### src/sv/csd_pkg.sv
// Shared constants, widths and the exp2 factor table for the cascade split block.
// Depends on nothing; the top level and its checker import it.
package csd_pkg;

   localparam int MAX_CASCADES_DEF = 4;
   localparam int CNT_W            = 4;
   localparam int DIST_W           = 32;
   localparam int COUNT_W          = 8;
   localparam int FRAC_W           = 17;
   localparam int INDEX_W          = 3;
   localparam int REQ_DATA_W       = 96;
   localparam int RSP_DATA_W       = 24;
   localparam int LOG_FRAC_W       = 24;

   localparam logic [FRAC_W-1:0] SPLIT_ONE  = 17'h10000;
   localparam logic [DIST_W-1:0] NEAR_MIN   = 32'd7;
   localparam logic [DIST_W-1:0] NEAR_MAX   = 32'hFFFF_FFF8;
   localparam logic [DIST_W-1:0] FAR_MARGIN = 32'd7;

   // Digit-serial multiplier: 32 by 32 bits, four multiplier bits per cycle.
   localparam int MUL_W     = 32;
   localparam int MUL_DIGIT = 4;
   localparam int MUL_STEPS = MUL_W / MUL_DIGIT;
   localparam int MUL_CNT_W = $clog2(MUL_STEPS + 1);

   // Bit-serial restoring divider: up to 80 dividend bits, 47-bit divisor.
   localparam int DIV_W     = 80;
   localparam int DVS_W     = 47;
   localparam int Q_W       = 32;
   localparam int DIV_CNT_W = $clog2(DIV_W + 1);

   typedef logic [LOG_FRAC_W-1:0][31:0] factor_tab_type;

   // Truncated integer square root, evaluated only while building the table.
   function automatic logic [63:0] isqrt64(input logic [63:0] value);
      logic [63:0] v;
      logic [63:0] res;
      logic [63:0] bitv;
      v    = value;
      res  = '0;
      bitv = 64'h4000_0000_0000_0000;
      for (int s = 0; s < 32; s++) begin
         if (bitv > v) begin
            bitv = bitv >> 2;
         end
      end
      for (int s = 0; s < 32; s++) begin
         if (bitv != '0) begin
            if (v >= res + bitv) begin
               v   = v - (res + bitv);
               res = (res >> 1) + bitv;
            end else begin
               res = res >> 1;
            end
            bitv = bitv >> 2;
         end
      end
      return res;
   endfunction

   // Factors 2^(2^-j) in Q2.30 for j = 1..24, each from the previous one.
   function automatic factor_tab_type exp2_factors();
      factor_tab_type tab;
      logic [63:0]    f;
      f = 64'h8000_0000;
      for (int j = 0; j < LOG_FRAC_W; j++) begin
         f      = isqrt64(f << 30);
         tab[j] = f[31:0];
      end
      return tab;
   endfunction

   localparam factor_tab_type EXP2_FACTOR = exp2_factors();

endpackage

### src/sv/cascade_split_distances.sv
// Top level of the cascade split distance block: sequencer, digit-serial
// multiplier, bit-serial divider and output register. Uses csd_pkg.
//
//  Channel   Direction  Handshake            Payload
//  req_      in         req_tvalid/tready    tdata: near, far, count, weight
//  rsp_      out        rsp_tvalid/tready    tdata: index, split; tlast: last split
//
// A request is worked through as the two logarithms and the shared exp2,
// then, for each cascade below the clamped count, an exp2 and divisions
// (exp2 iterations on the digit-serial multiplier and the 80-step division
// set most of the work).
// Reset is synchronous and active high; it clears the sequencer and the
// output valid flag. A result waits in the output register while the next
// cascade is computed; the sequencer stalls only when that register is full.
module cascade_split_distances
   import csd_pkg::*;
#(
   parameter int MAX_CASCADES = MAX_CASCADES_DEF
) (
   input  logic                  clock,
   input  logic                  reset,
   input  logic                  req_tvalid,
   output logic                  req_tready,
   // near_dist[31:0], far_dist[63:32], cascade_total[71:64], blend_weight[88:72]
   input  logic [REQ_DATA_W-1:0] req_tdata,
   output logic                  rsp_tvalid,
   input  logic                  rsp_tready,
   // cascade_index[2:0], split_value[19:3]
   output logic [RSP_DATA_W-1:0] rsp_tdata,
   output logic                  rsp_tlast
);

   localparam logic [CNT_W-1:0]   LAST_IDX = CNT_W'(MAX_CASCADES - 1);
   localparam logic [COUNT_W-1:0] MAX_CNT  = COUNT_W'(MAX_CASCADES);

   typedef enum logic [13:0] {
      ST_IDLE      = 14'b00000000000001,
      ST_NORM      = 14'b00000000000010,
      ST_SQR_WAIT  = 14'b00000000000100,
      ST_EXP_STEP  = 14'b00000000001000,
      ST_EXP_WAIT  = 14'b00000000010000,
      ST_EXP_DONE  = 14'b00000000100000,
      ST_CASC      = 14'b00000001000000,
      ST_PUNI_WAIT = 14'b00000010000000,
      ST_E_WAIT    = 14'b00000100000000,
      ST_SHIFT     = 14'b00001000000000,
      ST_LN_WAIT   = 14'b00010000000000,
      ST_MIX       = 14'b00100000000000,
      ST_EMIT      = 14'b01000000000000,
      ST_SPARE     = 14'b10000000000000
   } state_type;

   // Sequencer registers.
   state_type            state_ff, state_in;
   logic [DIST_W-1:0]    near_ff, near_in;
   logic [CNT_W-1:0]     cnt_ff, cnt_in;
   logic [FRAC_W-1:0]    wgt_ff, wgt_in;
   logic [31:0]          x_ff, x_in;
   logic [4:0]           sh_ff, sh_in;
   logic [LOG_FRAC_W-1:0] frac_ff, frac_in;
   logic [4:0]           step_ff, step_in;
   logic                 log_sel_ff, log_sel_in;
   logic [31:0]          lf_ff, lf_in;
   logic [31:0]          d_ff, d_in;
   logic [4:0]           k_ff, k_in;
   logic [LOG_FRAC_W-1:0] efrac_ff, efrac_in;
   logic [31:0]          res_ff, res_in;
   logic                 exp_sel_ff, exp_sel_in;
   logic [62:0]          den_ff, den_in;
   logic                 den_zero_ff, den_zero_in;
   logic [62:0]          num_ff, num_in;
   logic [62:0]          dw_ff, dw_in;
   logic [CNT_W-1:0]     i_ff, i_in;
   logic [FRAC_W-1:0]    puni_ff, puni_in;
   logic [FRAC_W-1:0]    ln_ff, ln_in;
   logic [FRAC_W-1:0]    split_ff, split_in;
   logic [FRAC_W-1:0]    prev_ff, prev_in;

   // Output register.
   logic                 rsp_valid_ff, rsp_valid_in;
   logic [INDEX_W-1:0]   rsp_idx_ff, rsp_idx_in;
   logic [FRAC_W-1:0]    rsp_split_ff, rsp_split_in;
   logic                 rsp_last_ff, rsp_last_in;

   // Multiplier.
   logic [MUL_W-1:0]     mul_a_ff, mul_a_in;
   logic [MUL_W-1:0]     mul_b_ff, mul_b_in;
   logic [2*MUL_W-1:0]   mul_acc_ff, mul_acc_in;
   logic [MUL_CNT_W-1:0] mul_cnt_ff, mul_cnt_in;
   logic                 mul_start;
   logic [MUL_W-1:0]     mul_ld_a, mul_ld_b;
   logic                 mul_done;
   logic [MUL_W+MUL_DIGIT-1:0] mul_pp;

   // Divider.
   logic [DIV_W-1:0]     div_dvd_ff, div_dvd_in;
   logic [DVS_W-1:0]     div_dvs_ff, div_dvs_in;
   logic [DVS_W-1:0]     div_rem_ff, div_rem_in;
   logic [Q_W-1:0]       div_q_ff, div_q_in;
   logic                 div_ovf_ff, div_ovf_in;
   logic [DIV_CNT_W-1:0] div_cnt_ff, div_cnt_in;
   logic                 div_start;
   logic [DIV_W-1:0]     div_ld_dvd;
   logic [DVS_W-1:0]     div_ld_dvs;
   logic [DIV_CNT_W-1:0] div_ld_len;
   logic                 div_done;
   logic [DVS_W:0]       div_trial, div_diff;
   logic                 div_ge;

   // Request field decode and clamping.
   logic [DIST_W-1:0]    req_near, req_far, near_lo, near_c, far_min, far_c;
   logic [COUNT_W-1:0]   req_cnt;
   logic [CNT_W-1:0]     cnt_c;
   logic [FRAC_W-1:0]    req_wgt, wgt_c;

   // Datapath helpers.
   logic [31:0]          sq_x;
   logic [LOG_FRAC_W-1:0] sq_frac;
   logic [31:0]          log_val;
   logic [31:0]          d_new;
   logic [62:0]          exp_shift, exp_val;
   logic [CNT_W-1:0]     i_inc;
   logic [35:0]          e_dvd;
   logic signed [17:0]   mix_diff;
   logic signed [35:0]   mix_prod;
   logic signed [37:0]   mix_sum;
   logic [19:0]          mix_q;
   logic [FRAC_W-1:0]    mix_sat;
   logic [FRAC_W-1:0]    emit_split;
   logic                 out_free;

   assign req_near = req_tdata[31:0];
   assign req_far  = req_tdata[63:32];
   assign req_cnt  = req_tdata[71:64];
   assign req_wgt  = req_tdata[88:72];

   // Near is held inside 7 .. 0xFFFFFFF8 so that near plus the margin fits.
   assign near_lo = (req_near < NEAR_MIN) ? NEAR_MIN : req_near;
   assign near_c  = (near_lo > NEAR_MAX) ? NEAR_MAX : near_lo;
   assign far_min = near_c + FAR_MARGIN;
   assign far_c   = (req_far < far_min) ? far_min : req_far;
   assign cnt_c   = (req_cnt == '0) ? CNT_W'(1) :
                    ((req_cnt > MAX_CNT) ? CNT_W'(MAX_CASCADES) : req_cnt[CNT_W-1:0]);
   assign wgt_c   = (req_wgt > SPLIT_ONE) ? SPLIT_ONE : req_wgt;

   // One squaring step of the log2 mantissa: the product is in Q2.62, and a
   // carry into the top bit yields a one in the fraction and a halved mantissa.
   assign sq_x    = mul_acc_ff[63] ? mul_acc_ff[63:32] : mul_acc_ff[62:31];
   assign sq_frac = {frac_ff[LOG_FRAC_W-2:0], mul_acc_ff[63]};
   assign log_val = {3'b000, 5'd31 - sh_ff, sq_frac};
   assign d_new   = lf_ff - log_val;

   assign exp_shift = 63'(res_ff) << k_ff;
   assign exp_val   = exp_shift - 63'(32'h4000_0000);

   assign i_inc = i_ff + CNT_W'(1);
   assign e_dvd = 36'(d_ff) * 36'(i_inc);

   // Blend: w*L + (1-w)*P written as P + w*(L-P), rounded to Q1.16.
   assign mix_diff = $signed({1'b0, ln_ff}) - $signed({1'b0, puni_ff});
   assign mix_prod = $signed({1'b0, wgt_ff}) * mix_diff;
   assign mix_sum  = $signed({5'b00000, puni_ff, 16'h0000}) + 38'(mix_prod)
                     + 38'sd32768;
   assign mix_q    = mix_sum[35:16];
   assign mix_sat  = (mix_q > 20'(SPLIT_ONE)) ? SPLIT_ONE : mix_q[FRAC_W-1:0];

   assign emit_split = (split_ff < prev_ff) ? prev_ff : split_ff;
   assign out_free   = !rsp_valid_ff || rsp_tready;

   assign mul_done = (mul_cnt_ff == '0);
   assign div_done = (div_cnt_ff == '0);

   assign req_tready = (state_ff == ST_IDLE);
   assign rsp_tvalid = rsp_valid_ff;
   assign rsp_tdata  = {4'b0000, rsp_split_ff, rsp_idx_ff};
   assign rsp_tlast  = rsp_last_ff;

   // Sequencer.
   always_comb begin
      state_in     = state_ff;
      near_in      = near_ff;
      cnt_in       = cnt_ff;
      wgt_in       = wgt_ff;
      x_in         = x_ff;
      sh_in        = sh_ff;
      frac_in      = frac_ff;
      step_in      = step_ff;
      log_sel_in   = log_sel_ff;
      lf_in        = lf_ff;
      d_in         = d_ff;
      k_in         = k_ff;
      efrac_in     = efrac_ff;
      res_in       = res_ff;
      exp_sel_in   = exp_sel_ff;
      den_in       = den_ff;
      den_zero_in  = den_zero_ff;
      num_in       = num_ff;
      dw_in        = dw_ff;
      i_in         = i_ff;
      puni_in      = puni_ff;
      ln_in        = ln_ff;
      split_in     = split_ff;
      prev_in      = prev_ff;
      rsp_valid_in = rsp_valid_ff && !rsp_tready;
      rsp_idx_in   = rsp_idx_ff;
      rsp_split_in = rsp_split_ff;
      rsp_last_in  = rsp_last_ff;
      mul_start    = 1'b0;
      mul_ld_a     = x_ff;
      mul_ld_b     = x_ff;
      div_start    = 1'b0;
      div_ld_dvd   = '0;
      div_ld_dvs   = DVS_W'(cnt_ff);
      div_ld_len   = '0;

      unique case (state_ff)
         ST_IDLE: begin
            if (req_tvalid) begin
               near_in    = near_c;
               x_in       = far_c;
               sh_in      = '0;
               log_sel_in = 1'b0;
               cnt_in     = cnt_c;
               wgt_in     = wgt_c;
               prev_in    = '0;
               i_in       = '0;
               state_in   = ST_NORM;
            end
         end
         ST_NORM: begin
            // Shift the operand up one bit a cycle until its top bit is set.
            if (x_ff[31]) begin
               frac_in   = '0;
               step_in   = '0;
               mul_start = 1'b1;
               state_in  = ST_SQR_WAIT;
            end else begin
               x_in  = {x_ff[30:0], 1'b0};
               sh_in = sh_ff + 5'd1;
            end
         end
         ST_SQR_WAIT: begin
            if (mul_done) begin
               x_in    = sq_x;
               frac_in = sq_frac;
               if (step_ff == 5'(LOG_FRAC_W - 1)) begin
                  if (!log_sel_ff) begin
                     lf_in      = log_val;
                     x_in       = near_ff;
                     sh_in      = '0;
                     log_sel_in = 1'b1;
                     state_in   = ST_NORM;
                  end else begin
                     d_in       = d_new;
                     k_in       = d_new[28:24];
                     efrac_in   = d_new[LOG_FRAC_W-1:0];
                     res_in     = 32'h4000_0000;
                     step_in    = '0;
                     exp_sel_in = 1'b0;
                     state_in   = ST_EXP_STEP;
                  end
               end else begin
                  step_in   = step_ff + 5'd1;
                  mul_start = 1'b1;
                  mul_ld_a  = sq_x;
                  mul_ld_b  = sq_x;
               end
            end
         end
         ST_EXP_STEP: begin
            // Fraction bits are taken from the top; a one multiplies in its factor.
            if (step_ff == 5'(LOG_FRAC_W)) begin
               state_in = ST_EXP_DONE;
            end else if (efrac_ff[LOG_FRAC_W-1]) begin
               mul_start = 1'b1;
               mul_ld_a  = res_ff;
               mul_ld_b  = EXP2_FACTOR[step_ff];
               state_in  = ST_EXP_WAIT;
            end else begin
               step_in  = step_ff + 5'd1;
               efrac_in = {efrac_ff[LOG_FRAC_W-2:0], 1'b0};
            end
         end
         ST_EXP_WAIT: begin
            if (mul_done) begin
               res_in   = mul_acc_ff[61:30];
               step_in  = step_ff + 5'd1;
               efrac_in = {efrac_ff[LOG_FRAC_W-2:0], 1'b0};
               state_in = ST_EXP_STEP;
            end
         end
         ST_EXP_DONE: begin
            if (!exp_sel_ff) begin
               den_in      = exp_val;
               den_zero_in = (exp_val == '0);
               state_in    = ST_CASC;
            end else begin
               num_in   = exp_val;
               dw_in    = den_ff;
               state_in = ST_SHIFT;
            end
         end
         ST_CASC: begin
            if (i_ff >= cnt_ff) begin
               split_in = SPLIT_ONE;
               state_in = ST_EMIT;
            end else begin
               div_start  = 1'b1;
               div_ld_dvd = {i_inc, 16'h0000, 60'h0};
               div_ld_len = DIV_CNT_W'(CNT_W + 16);
               state_in   = ST_PUNI_WAIT;
            end
         end
         ST_PUNI_WAIT: begin
            if (div_done) begin
               puni_in = div_q_ff[FRAC_W-1:0];
               if (den_zero_ff) begin
                  // A ratio this close to one takes the uniform split as its limit.
                  ln_in    = div_q_ff[FRAC_W-1:0];
                  state_in = ST_MIX;
               end else begin
                  div_start  = 1'b1;
                  div_ld_dvd = {e_dvd, 44'h0};
                  div_ld_len = DIV_CNT_W'(36);
                  state_in   = ST_E_WAIT;
               end
            end
         end
         ST_E_WAIT: begin
            if (div_done) begin
               k_in       = div_q_ff[28:24];
               efrac_in   = div_q_ff[LOG_FRAC_W-1:0];
               res_in     = 32'h4000_0000;
               step_in    = '0;
               exp_sel_in = 1'b1;
               state_in   = ST_EXP_STEP;
            end
         end
         ST_SHIFT: begin
            // Scale numerator and denominator together until the divisor fits.
            if (|dw_ff[62:DVS_W]) begin
               dw_in  = dw_ff >> 1;
               num_in = num_ff >> 1;
            end else begin
               div_start  = 1'b1;
               div_ld_dvd = {1'b0, num_ff, 16'h0000};
               div_ld_dvs = dw_ff[DVS_W-1:0];
               div_ld_len = DIV_CNT_W'(DIV_W);
               state_in   = ST_LN_WAIT;
            end
         end
         ST_LN_WAIT: begin
            if (div_done) begin
               if (div_ovf_ff || (div_q_ff > Q_W'(SPLIT_ONE))) begin
                  ln_in = SPLIT_ONE;
               end else begin
                  ln_in = div_q_ff[FRAC_W-1:0];
               end
               state_in = ST_MIX;
            end
         end
         ST_MIX: begin
            split_in = mix_sat;
            state_in = ST_EMIT;
         end
         ST_EMIT: begin
            if (out_free) begin
               rsp_valid_in = 1'b1;
               rsp_idx_in   = i_ff[INDEX_W-1:0];
               rsp_split_in = emit_split;
               rsp_last_in  = (i_ff == LAST_IDX);
               prev_in      = emit_split;
               if (i_ff == LAST_IDX) begin
                  state_in = ST_IDLE;
               end else begin
                  i_in     = i_inc;
                  state_in = ST_CASC;
               end
            end
         end
         default: begin
            state_in = ST_IDLE;
         end
      endcase
   end

   // Multiplier: most significant digit of b first, accumulator shifts up.
   assign mul_pp = {{MUL_DIGIT{1'b0}}, mul_a_ff}
                   * (MUL_W + MUL_DIGIT)'(mul_b_ff[MUL_W-1 -: MUL_DIGIT]);

   always_comb begin
      mul_a_in   = mul_a_ff;
      mul_b_in   = mul_b_ff;
      mul_acc_in = mul_acc_ff;
      mul_cnt_in = mul_cnt_ff;
      if (mul_start) begin
         mul_a_in   = mul_ld_a;
         mul_b_in   = mul_ld_b;
         mul_acc_in = '0;
         mul_cnt_in = MUL_CNT_W'(MUL_STEPS);
      end else if (!mul_done) begin
         mul_acc_in = (mul_acc_ff << MUL_DIGIT) + (2*MUL_W)'(mul_pp);
         mul_b_in   = mul_b_ff << MUL_DIGIT;
         mul_cnt_in = mul_cnt_ff - MUL_CNT_W'(1);
      end
   end

   // Divider: restoring, one quotient bit a cycle; ones pushed past the top
   // of the quotient are remembered as overflow.
   assign div_trial = {div_rem_ff, div_dvd_ff[DIV_W-1]};
   assign div_diff  = div_trial - {1'b0, div_dvs_ff};
   assign div_ge    = (div_trial >= {1'b0, div_dvs_ff});

   always_comb begin
      div_dvd_in = div_dvd_ff;
      div_dvs_in = div_dvs_ff;
      div_rem_in = div_rem_ff;
      div_q_in   = div_q_ff;
      div_ovf_in = div_ovf_ff;
      div_cnt_in = div_cnt_ff;
      if (div_start) begin
         div_dvd_in = div_ld_dvd;
         div_dvs_in = div_ld_dvs;
         div_rem_in = '0;
         div_q_in   = '0;
         div_ovf_in = 1'b0;
         div_cnt_in = div_ld_len;
      end else if (!div_done) begin
         div_dvd_in = div_dvd_ff << 1;
         div_rem_in = div_ge ? div_diff[DVS_W-1:0] : div_trial[DVS_W-1:0];
         div_q_in   = {div_q_ff[Q_W-2:0], div_ge};
         div_ovf_in = div_ovf_ff | div_q_ff[Q_W-1];
         div_cnt_in = div_cnt_ff - DIV_CNT_W'(1);
      end
   end

   always_ff @(posedge clock) begin
      if (reset) begin
         state_ff     <= ST_IDLE;
         rsp_valid_ff <= 1'b0;
         prev_ff      <= '0;
         i_ff         <= '0;
         mul_cnt_ff   <= '0;
         div_cnt_ff   <= '0;
      end else begin
         state_ff     <= state_in;
         rsp_valid_ff <= rsp_valid_in;
         prev_ff      <= prev_in;
         i_ff         <= i_in;
         mul_cnt_ff   <= mul_cnt_in;
         div_cnt_ff   <= div_cnt_in;
      end
   end

   always_ff @(posedge clock) begin
      near_ff      <= near_in;
      cnt_ff       <= cnt_in;
      wgt_ff       <= wgt_in;
      x_ff         <= x_in;
      sh_ff        <= sh_in;
      frac_ff      <= frac_in;
      step_ff      <= step_in;
      log_sel_ff   <= log_sel_in;
      lf_ff        <= lf_in;
      d_ff         <= d_in;
      k_ff         <= k_in;
      efrac_ff     <= efrac_in;
      res_ff       <= res_in;
      exp_sel_ff   <= exp_sel_in;
      den_ff       <= den_in;
      den_zero_ff  <= den_zero_in;
      num_ff       <= num_in;
      dw_ff        <= dw_in;
      puni_ff      <= puni_in;
      ln_ff        <= ln_in;
      split_ff     <= split_in;
      rsp_idx_ff   <= rsp_idx_in;
      rsp_split_ff <= rsp_split_in;
      rsp_last_ff  <= rsp_last_in;
      mul_a_ff     <= mul_a_in;
      mul_b_ff     <= mul_b_in;
      mul_acc_ff   <= mul_acc_in;
      div_dvd_ff   <= div_dvd_in;
      div_dvs_ff   <= div_dvs_in;
      div_rem_ff   <= div_rem_in;
      div_q_ff     <= div_q_in;
      div_ovf_ff   <= div_ovf_in;
   end

endmodule

### config.mk
export PLATFORM = sky130hd
export DESIGN_NAME = cascade_split_distances
export DESIGN_NICKNAME = d
export VERILOG_FILES = /design/src/sv/csd_pkg.sv /design/src/sv/cascade_split_distances.sv
export SDC_FILE = /design/constraint.sdc
export NUM_CORES = 2
export LEC_CHECK = 0
export BUFFER_PORTS_ARGS = -buffer_cell sky130_fd_sc_hd__clkbuf_2
export CORE_MARGIN = 5
export CORE_UTILIZATION = 55
export DETAILED_ROUTE_END_ITERATION = 8
export GPL_ROUTABILITY_DRIVEN = 0
export GPL_TIMING_DRIVEN = 0
export HOLD_SLACK_MARGIN = 0.05
export PLACE_DENSITY = 0.71
export SETUP_SLACK_MARGIN = 0.15
export SYNTH_ARGS = -nofsm -noshare
export SYNTH_HDL_FRONTEND = slang
export SYNTH_SLANG_ARGS = --single-unit
### constraint.sdc
create_clock -name clock -period 13.3 [get_ports clock]
set_input_delay 1.995 -clock clock [delete_from_list [all_inputs] [get_ports clock]]
set_output_delay 1.995 -clock clock [all_outputs]
set_load 0.01 [all_outputs]
# ---- Word-level counts from Yosys, hierarchy flattened
# Memories as Yosys holds them, arrays and structs flattened. A register that Yosys moved wholly into a read port is not among the register bits.
# Cells that the tools add are included.
dict set report totals {
  reg_bits 886
  mem_bits_ro 1024
  memories 1
}
# name depth width rd rd_clocked_by_memory_dff write_ports line_no
set memory_table {}
lappend memory_table {{(no name shown)} 32 32 1 1 0 cascade_split_distances.sv:277} ;# mul_ld_b = EXP2_FACTOR[step_ff];
dict set report classes {
  addsub 14
  mul 3
  order_cmp 11
  eq_ne 40
  shift 1
  mux 141
  n_bitwise 4
  n_reduce_logical 46
}
# operator count
set ops {}
lappend ops {{$mux W32} 23}
lappend ops {{$mux W80} 5}
lappend ops {{$mux W63} 4}
lappend ops {{$pmux W63 S2} 2}
lappend ops {{$pmux W80 S3} 1}
lappend ops {{$pmux W32 S3} 2}
lappend ops {{$pmux W14 S13} 1}
lappend ops {{$mux W14} 12}
lappend ops {{$mux W24} 7}
lappend ops {{$mux W17} 9}
lappend ops {{$pmux W32 S2} 2}
lappend ops {{$pmux W17 S2} 3}
lappend ops {{$pmux W24 S4} 1}
lappend ops {{$mux W5} 19}
lappend ops {{$mux W79} 1}
lappend ops {{$mul A32 B4 Y36} 2}
lappend ops {{$add A64 B36 Y64} 1}
lappend ops {{$logic_not A63 Y1} 1}
lappend ops {{$shl A32 B5 Y63} 1}
lappend ops {{$sub A63 B31 Y63 const B} 1}
lappend ops {{$ge A48 B47 Y1} 1}
lappend ops {{$mux W47} 1}
lappend ops {{$sub A47 B47 Y47} 1}
lappend ops {{$mux W23} 2}
lappend ops {{77 further kinds} 157}

# ---- Logic depth before layout (Yosys ltp)
dict set report depth {
  depth_word 9
  ltp_mapped 42
  ltp_nobuf 38
}

# ---- Least setup slack after synthesis
# OpenSTA, ideal clock, no wires.
dict set report synth_timing {
  path_type {flip-flop to flip-flop}
  from {register state_ff[0]}
  to {register dw_ff[0] (enable)}
  t_arrival_ps 9587
  required_ps 11935
  slack_ps 2347
  path_stages_with_launch 7
  n_path_buf 1
  cell_sequence {dfxtp_1 -> clkbuf_1 -> or4_1 -> nor3_1 -> nand2_1 -> nor2_1 -> a21oi_1}
}
dict set report synth_between {
  elab_chain_cells 3
}
# element line_no
set synth_lines {}
lappend synth_lines {{start, declared} cascade_split_distances.sv:54} ;# state_type state_ff, state_in;
lappend synth_lines {{start signal, assigned} cascade_split_distances.sv:446} ;# state_ff <= state_in;
lappend synth_lines {{$eq A14 B10 Y1 / $eq A14 B6 Y1 (equally long branches)} cascade_split_distances.sv:216} ;# unique case (state_ff)
lappend synth_lines {{$ne A2 B2 Y1 (no line) / $reduce_bool A2 Y1 (equally long branches)} n/a}
lappend synth_lines {{$reduce_and A3 Y1 (no line) (*)} n/a}
lappend synth_lines {{end signal, assigned} cascade_split_distances.sv:473} ;# dw_ff <= dw_in;
lappend synth_lines {{end, declared} cascade_split_distances.sv:72} ;# logic [62:0] dw_ff, dw_in;
# Every way passes the cells marked *; elsewhere a longest branch is shown, timed or not.
# A chain may end at the register's enable or synchronous reset.

# ---- Worst setup path in the final report
dict set report layout_timing {
  from {register puni_ff[0]}
  to {register split_ff[0], data pin}
}
dict set report layout_between {
  elab_chain_cells 7
}
# element line_no
set layout_lines {}
lappend layout_lines {{start, declared} cascade_split_distances.sv:74} ;# logic [FRAC_W-1:0] puni_ff, puni_in;
lappend layout_lines {{start signal, assigned} cascade_split_distances.sv:474} ;# puni_ff <= puni_in;
lappend layout_lines {{$sub A17 B17 Y18} cascade_split_distances.sv:160} ;# assign mix_diff = $signed({1'b0, ln_ff}) - $signed({1'b0, puni_ff});
lappend layout_lines {{$mul A18 B18 Y36} cascade_split_distances.sv:161} ;# assign mix_prod = $signed({1'b0, wgt_ff}) * mix_diff;
lappend layout_lines {{$add A34 B36 Y36 (*)} cascade_split_distances.sv:162} ;# assign mix_sum = $signed({5'b00000, puni_ff, 16'h0000}) + 38'(mix_prod)
lappend layout_lines {{$add A36 B17 Y36 (*)} cascade_split_distances.sv:163} ;# + 38'sd32768;
lappend layout_lines {{$gt A20 B17 Y1} cascade_split_distances.sv:165} ;# assign mix_sat = (mix_q > 20'(SPLIT_ONE)) ? SPLIT_ONE : mix_q[FRAC_W-1:0];
lappend layout_lines {{$mux W17 (*)} cascade_split_distances.sv:165}
lappend layout_lines {{$pmux W17 S2 (*)} cascade_split_distances.sv:216}
lappend layout_lines {{end signal, assigned} cascade_split_distances.sv:476} ;# split_ff <= split_in;
lappend layout_lines {{end, declared} cascade_split_distances.sv:76} ;# logic [FRAC_W-1:0] split_ff, split_in;
# Marks and branches as above.

==> flow_metrics.env <==
export IMPL_outcome="finished, violations left"
export IMPL_violations="capacitance limit"
export IMPL_setup_tns_ps=0
export IMPL_hold_viol_final=0
export IMPL_nFillCells=10100
export IMPL_syn_to_final_growth_pct=9.46
export IMPL_cts_buffers=94
export IMPL_synth_top_area_cell="edfxtp_1"
export IMPL_setup_viol=0
export IMPL_cp_start_kind="flop"
export IMPL_drive_above_1_share=0.0660
export IMPL_slew_headroom=0.00300
export IMPL_post_synth_cell_area_avg_um2=9.60
export IMPL_synth_top_area_frac=0.306
export IMPL_crit_slowest_cell="xor2_1"
export IMPL_critPathArrivalTime_ps=13090
export IMPL_syn_instance_count=6910
export IMPL_fin_skew_ps=45.9
export IMPL_die_area_um2=128000
export IMPL_synth_cell_types=98
export IMPL_clkSinkCount=896
export IMPL_slew_viol_final=0
export IMPL_min_from="frac_ff[22]"
export IMPL_stdcell_count=8836
export IMPL_cts_hold_buf=0
export IMPL_cts_buffer_depth=3
export IMPL_post_cts_buffers=0
export IMPL_ys_async_sr_fraction=0
export IMPL_fin_area_um2=72600
export IMPL_yosys_cell_count_top_type="nand2_1"
export IMPL_yosysWarnings=0
export IMPL_nets=8042
export IMPL_period_needed_ps=12640
export IMPL_slowest_delay_ps=720
export IMPL_syn_area_um2=66300
export IMPL_synthTopCellsByCount="nand2_1, edfxtp_1, inv_1"
export IMPL_grtUsageTotal=0.302
export IMPL_io_buffers=114
export IMPL_drt_total_wl_mm=194
export IMPL_critPathMaxFanout=10
export IMPL_crit_top_cell="fa_1"
export IMPL_ant_nets=0
export IMPL_grt_antenna_before_repair=2
export IMPL_grt_pass1_vias=52000
export IMPL_worst_hold_path_type="reg -> reg"
export IMPL_first_pass_iters=6
export IMPL_die_w_um=357
export IMPL_worstSetupEndpointType="flop"
export IMPL_synth_ff_type="edfxtp_1"
export IMPL_synth_area_leaders="edfxtp_1, fa_1, ha_1"
export IMPL_rsz0062_at_grt="false"
export IMPL_holdPathEnd="lf_ff[23]"
export IMPL_drc=0
export IMPL_cts_root_buf="clkbuf_16"
export IMPL_worst_r2r_setup_slack_ps=660
export IMPL_critical_path_class="reg -> reg"
export IMPL_h_tree_depth=3
export IMPL_r2r_start="puni_ff[0]"
export IMPL_cts_clk_slew_worst_paths_ps=60
export IMPL_grt_pass1_wl_mm=301
export IMPL_max_cap_violations=1
export IMPL_post_cts_resized=0
export IMPL_utilization=0.606
export IMPL_min_path_cells=0
export IMPL_fmax_mhz=79.1
export IMPL_worst_pin_slew_ps=1480
export IMPL_worst_r2r_endpoint="split_ff[0]"
export IMPL_vias=53700
export IMPL_fp_row_count=127
export IMPL_initial_core_util=0.554
export IMPL_drt_iter0_markers=5772
export IMPL_vias_per_cell=6.08
export IMPL_placed_cell_area_um2=69300
export IMPL_ioPinCount=127
export IMPL_core_area_um2=120000
export IMPL_grt_max_degree=65
export IMPL_synth_edf_count=677
export IMPL_fin_crit_sh=0.951
export IMPL_worst_r2r_cell_count=35
export IMPL_required_ps=13750
export IMPL_cts_tree="built"
export IMPL_fp_dieH_um=357
export IMPL_ys_seq_area_frac=0.373
export IMPL_dpl_cell_count=8657
export IMPL_dp_hpwl_mm=152
export IMPL_grt_overflow=0
export IMPL_clk_latency_ps=730
export IMPL_ys_seq_elements=896
export IMPL_routedWlPerCell_um=22.0
## cell usage in the layout (no fill, tap or decap), types with 28 or more instances in the layout
master | Yosys | layout
nand2_1 | 1029 | 1028
edfxtp_1 | 677 | 677
inv_1 | 673 | 671
nor2_1 | 534 | 533
fa_1 | 412 | 412
ha_1 | 388 | 388
a21oi_1 | 344 | 341
clkbuf_1 | 314 | 332
o21ai_0 | 255 | 255
and2_1 | 226 | 225
dfxtp_1 | 219 | 219
xnor2_1 | 146 | 146
nor2b_1 | 125 | 124
clkbuf_2 | 0 | 115
nor3_1 | 117 | 114
a21o_1 | 97 | 97
clkbuf_16 | 0 | 97
mux2i_1 | 90 | 90
nand3_1 | 81 | 81
xor2_1 | 80 | 80
mux2_2 | 74 | 74
a22oi_1 | 71 | 71
and3_1 | 68 | 68
a211oi_1 | 61 | 61
nand2b_1 | 60 | 60
a221oi_1 | 59 | 59
nor4_1 | 52 | 51
nand4_1 | 51 | 51
a221o_1 | 46 | 46
a22o_1 | 34 | 34
mux4_2 | 33 | 33
a31oi_1 | 32 | 32
buf_1 | 32 | 31
o21a_1 | 29 | 29
o211ai_1 | 28 | 28
## how the worst max path moves through the flow
stage / start / endpoint / slack, ps / depth (start not counted)
global route: puni_ff[0] / split_ff[1] / 170 / 37
CTS: puni_ff[0] / split_ff[1] / 440 / 37
detailed placement: puni_ff[0] / split_ff[1] / 520 / 37
finish: puni_ff[0] / split_ff[0] / 660 / 35
global placement: state_ff[0] / dw_ff[9] / -5750 / 6
floorplan: state_ff[0] / dw_ff[0] / 2350 / 6
## area by class of cell
type	count	area, um2	share of cell area
Antenna cell	1	2.50	0.0000345
Buffer	368	1460	0.0201
Clock buffer	127	2650	0.0365
Clock inverter	50	604	0.00832
Inverter	675	2530	0.0349
Multi-Input combinational cell	4975	37700	0.520
Sequential cell	896	24700	0.340
Tap cell	1612	2020	0.0278
Timing Repair Buffer	132	892	0.0123
## logic make-up after synthesis
kind of cell,share of synthesized area
flops,0.373
simple gates,0.175
other cells,0.0000565
compound gates,0.126
xor+xnor,0.0298
fa+ha+maj,0.198
mux,0.0385
buf+inv,0.0602
## critical path, delay by kind of cell (launching register included)
kind	cells	cell delay (ps)
and+or+nand+nor	6	2170
AOI/OAI and AO/OA	12	3500
xor gates and xnor gates	2	990
buffers and inverters	5	840
DFF	1	480
adders and majority gates	10	4390
## sequential cells by signal (all words and copies together) (netlist names), 23 cells and up, named ones only
name	cells
div_rem_ff	47
near_ff	32
frac_ff	23
den_ff	63
mul_acc_ff	64
lf_ff	29
div_dvs_ff	47
div_q_ff	32
mul_a_ff	32
efrac_ff	24
mul_b_ff	32
x_ff	32
dw_ff	63
d_ff	30
div_dvd_ff	64
res_ff	32
num_ff	63
## layer usage
layer | part of all wire | vias to the layer above | global-route usage
li1 | - | 24400 | -
met1 | 0.41 | 26000 | 0.422
met2 | 0.44 | 2838 | 0.465
met3 | 0.10 | 480 | 0.0570
met4 | 0.048 | 0 | 0.129
met5 | 0 | - | 0
## metrics by stage
step / hold slack [ps] / worst slack [ps]
after global placement: 429 / -5750
after floorplan: 426 / 2350
after CTS: 448 / 436
after detailed placement: 434 / 520
final: 445 / 658
after global routing: 451 / 174
Power is not shown: default switching activity piles up to over one toggle a cycle in this logic, so the estimate is an artifact.
